File: config.mk
export PLATFORM = sky130hd
export DESIGN_NAME = bcbem_burst
export DESIGN_NICKNAME = d
export VERILOG_FILES = /design/src/hdl/bcbem_pkg.sv /design/src/hdl/bcbem_burst.sv
export SDC_FILE = /design/constraint.sdc
export NUM_CORES = 1
export LEC_CHECK = 0
export ABC_CLOCK_PERIOD_IN_PS = 1500
export BUFFER_PORTS_ARGS = -buffer_cell sky130_fd_sc_hd__buf_4
export CORE_MARGIN = 4
export CORE_UTILIZATION = 37
export DETAILED_ROUTE_END_ITERATION = 10
export PLACE_DENSITY = 0.84
export REMOVE_ABC_BUFFERS = 1
export SLEW_MARGIN = 20
export SYNTH_ARGS = -nofsm -noshare
export SYNTH_HDL_FRONTEND = slang
export SYNTH_SLANG_ARGS = --single-unit
File: constraint.sdc
create_clock -name vclk -period 1.5
set_clock_uncertainty 0.15 [all_clocks]
set_input_delay 0 -clock vclk [all_inputs]
set_output_delay 0 -clock vclk [all_outputs]
set_load 0.01 [all_outputs]
File: src/hdl/bcbem_pkg.sv
// Package for the burst-checked byte-enable memory.
// It holds the shared types, field widths, error flag layout and lane mask helper.
// It depends on nothing else and is compiled first.
package bcbem_pkg;

	// Field widths that the bus fixes.
	localparam int ADDR_IN_W = 12;
	localparam int LEN_W = 7;
	localparam int BE_W = 16;
	localparam int HALF_W = 64;
	localparam int HALF_BYTES = 8;
	localparam int BYTE_W = 8;
	localparam logic [BYTE_W-1:0] BYTE_MASK = 8'hFF;

	// Error flags, most significant first so that the packed value matches the bus.
	typedef struct packed {
		logic outside_burst;
		logic bad_start_type;
		logic start_in_burst;
		logic read_in_write_burst;
		logic write_in_read_burst;
		logic write_stall_change;
		logic read_stall_change;
	} err_flags_t;

	// Sequencer states of the top level.
	typedef enum logic [1:0] {
		ST_IDLE,
		ST_ISSUE,
		ST_MERGE
	} state_t;

	// Expands eight byte enables into a mask over one 64-bit half word.
	function automatic logic [HALF_W-1:0] lane_mask(input logic [HALF_BYTES-1:0] enables);
		logic [HALF_W-1:0] m;
		m = '0;
		for (int i = 0; i < HALF_BYTES; i++) begin
			if (enables[i]) begin
				m[i*BYTE_W +: BYTE_W] = BYTE_MASK;
			end
		end
		return m;
	endfunction

endpackage

File: src/hdl/bcbem_burst.sv
// Burst protocol checker and beat counter update for one bus cycle.
// Depends on bcbem_pkg for the error flag type and field widths.
module bcbem_burst #(
	parameter int MAX_BURST = 64
) (
	input  logic                         slave_ready,
	input  logic                         prev_read,
	input  logic                         prev_write,
	input  logic [$clog2(MAX_BURST)-1:0] beats_left,
	input  logic                         burst_is_read,
	input  logic                         read_request,
	input  logic                         write_request,
	input  logic                         burst_begin,
	input  logic [bcbem_pkg::LEN_W-1:0]  burst_length,
	output logic [$clog2(MAX_BURST)-1:0] beats_left_next,
	output logic                         burst_is_read_next,
	output bcbem_pkg::err_flags_t        errors
);

	localparam int BLW = $clog2(MAX_BURST);
	localparam int MW = $clog2(MAX_BURST + 1);
	localparam int LW = (MW > bcbem_pkg::LEN_W) ? MW : bcbem_pkg::LEN_W;

	logic [LW-1:0] len_ext;
	logic [LW-1:0] len_eff;

	// Zero length counts as one beat, overlong bursts saturate.
	always_comb begin
		len_ext = LW'(burst_length);
		if (len_ext == '0) begin
			len_eff = LW'(1);
		end else if (len_ext > LW'(MAX_BURST)) begin
			len_eff = LW'(MAX_BURST);
		end else begin
			len_eff = len_ext;
		end
	end

	// Protocol checks and the next burst state.
	always_comb begin
		beats_left_next = beats_left;
		burst_is_read_next = burst_is_read;
		errors = '0;
		if (!slave_ready) begin
			errors.read_stall_change = read_request != prev_read;
			errors.write_stall_change = write_request != prev_write;
		end else if (beats_left != '0) begin
			if (burst_is_read) begin
				if (read_request) begin
					beats_left_next = beats_left - BLW'(1);
				end
				errors.write_in_read_burst = write_request;
			end else begin
				if (write_request) begin
					beats_left_next = beats_left - BLW'(1);
				end
				errors.read_in_write_burst = read_request;
			end
			errors.start_in_burst = burst_begin;
		end else if (burst_begin) begin
			errors.bad_start_type = read_request == write_request;
			beats_left_next = BLW'(len_eff - LW'(1));
			burst_is_read_next = read_request;
		end else begin
			errors.outside_burst = read_request | write_request;
		end
	end

endmodule

==> summary.txt <==
Floorplan
  • Row cnt: 12
  • DIE AREA: 1984 sq um
  • Die height: 44.55 um
  • Num ports: 34
  • Initial Util: 41.67%
  • Die X: 44.55 um
  • CORE AREA: 1186 sq um

Yosys
  • Syn. warnings: 0
  • Avg Inst Size Synth: 6.102 sq um
  • Post-synth cell types: 31
  • Mapped Area: 494.2 sq um
  • Seq/Total Area, Yosys: 0%
  • Synth Instances: 81

Critical path
  • Crit Path Max Fanout: 3
  • Worst EP arrival: 1.52 ns
  • Crit path required time: 1.35 ns
  • Startpoint Class: primary input
  • CP Class: primary input to output port
  • Crit end category: output port

Drt
  • Iteration-0 DRC count of the detailed router: 42
  • # DRC: 0
  • Drt total wl: 2349 um
  • Vias per cell: 6.071
  • Vias: 856
  • Detailed Routing Iterations Pass 1: 4
  • Routed wire length per instance: 16.66 um
  • Antenna-violating nets left: 0

Power and ir drop
  • Total power: 0.2625 mW
  • Pwr/cell area: 277.9 nW/um^2
  • Leakage: 0.4688 nW
  • Peak VDD IR: 0.1741 mV

Global routing
  • Initial antenna violation count: 0
  • Pin count of the biggest net entering global routing: 14
  • Gr usage total: 19.74%
  • First-pass GRT wire length: 3125 um
  • Grt total ovfl: 0
  • Number of global-route vias before repair: 715

Finish
  • Multi-input gate area: 519.2 sq um
  • Clock Buffer Count: 0
  • Seq_cells: 0
  • Final cell count without fillers: 141
  • Share of post-route cells with drive strength above 1: 48.03%
  • Utilization after layout: 79.64%
  • Leading cell types in the layout, fill and taps excluded: buf_4, nor2_1, inv_1, nand2_1, o21ai_0
  • Area grow syn2layout: 91.14%
  • Final instance area: 944.7 sq um
  • FF/Latch Area: 0 sq um
  • Nets: 153
  • Filler Cells Inserted: 80
  • Commonest non-fill, non-tap cell in the layout: buf_4
  • Antenna cells: 0

Place
  • Placer Congestion: 0.9294
  • Dpl hpwl: 1466 um
  • Port buffer count: 34
  • DP Cell Count: 138
  • Placed cell area: 838.3 sq um
  • Place WS: -0.2300 ns

Timing
  • Fmax: 0.5975 GHz
  • Final Cycle Share: 111.6%
  • Hold Vio Cnt, Final: 0
  • Endpoints failing setup: 3
  • Final setup margin: -0.1735 ns
  • Post-layout min period: 1.674 ns
  • Slew Limit Headroom: 82.18%
  • Slew @ Worst Pin: 0.2662 ns
  • Slew Viols, Final: 0
  • RSZ-0062 raised after global routing: true

Clocking
  • CTS hold repair buffers: 0

Run status
  • Failing checks: setup timing
  • Status: finished with violations

Job
  • Max Cap Viol: 0

Min path
  • Worst hold path depth: 3
  • Hold WC Path Type: primary input to output port
metal layers:
metal | part of all wire (%) | wire length (um) | vias to the layer above | GRT usage [%]
li1 | - | - | 391 | -
met1 | 39 | 918 | 408 | 25.88
met2 | 52 | 1223 | 53 | 35.82
met3 | 7.7 | 181 | 4 | 0.4065
met4 | 1.1 | 26 | 0 | 3.012
met5 | 0 | 0 | - | 0
worst max-delay path, cell delays in order:
cell	delay, ns
buf_8	0.10
inv_6	0.05
ha_4	0.13
or4b_4	0.45
or3_4	0.37
and3_4	0.18
o21ai_2	0.10
buf_4	0.13
synth_stat cells:
master / n / area (sq um)
a21oi_1: 6 / 30.03
a221oi_1: 1 / 8.760
clkbuf_1: 1 / 3.750
or4b_4: 1 / 13.76
a21o_1: 1 / 7.510
a2bb2oi_1: 1 / 8.760
o21a_1: 1 / 7.510
nand2b_1: 1 / 6.260
nor4b_1: 1 / 8.760
nor3_1: 6 / 30.03
o21ai_1: 1 / 5.000
o22ai_1: 1 / 6.260
o21ai_0: 9 / 45.04
o31ai_1: 1 / 7.510
nand2_1: 7 / 26.28
mux2_2: 1 / 11.26
nand4b_1: 1 / 8.760
xnor2_1: 3 / 26.28
or4_1: 1 / 7.510
mux2i_1: 3 / 30.03
nor2b_1: 1 / 6.260
and3_1: 3 / 18.77
a32oi_1: 1 / 8.760
or3_4: 1 / 11.26
nand3_1: 4 / 20.02
a22oi_1: 1 / 7.510
ha_1: 4 / 50.05
a31oi_1: 1 / 6.260
nor2_1: 8 / 30.03
and2_1: 1 / 6.260
inv_1: 8 / 30.03
final cells by class:
type	instances	share of cell area (%)
multi-input combinational	72	54.97
tap	14	1.854
inverter	8	4.238
timing repair buffer	47	38.94
metrics by stage:
| stage | hold slack, ns | setup TNS [ns] |
|---|---|---|
| floorplan | -0.1025 | -0.04875 |
| global placement | 0.1443 | -0.7503 |
| detailed placement | 0.1443 | -1.296 |
| CTS | 0.1467 | -0.4129 |
| global route | 0.1697 | -0.7316 |
| finish | 0.1552 | -0.3938 |
repair_timing:
item / 4_1_cts / 5_1_grt
pin swaps: 3 / 4
setup buffers: 3 / 0
endpoints found under the setup margin: 12 / 8
resized for setup: 11 / 13
cell families after synthesis:
family                   Yosys count  share of synthesized area, %
AND/OR/NAND/NOR                   36                         39.25
AO/OA/AOI/OAI                     25                         30.13
buffers and inverters              9                         6.835
multiplexers                       4                         8.355
adder cells (fa/ha/maj)            4                         10.13
XOR/XNOR                           3                         5.317
path summary, 6_finish.rpt:
check / from / to / slack, ns
min: burst_is_read / errors[3] / 0.16
max: beats_left[0] / beats_left_next[0] / -0.17
power breakdown:
group          switching [mW]  internal [mW]
sequential                  0              0
clock                       0              0
combinational           0.128          0.135
total                   0.128          0.135
Note: power is estimated with default switching activity, not from simulation.
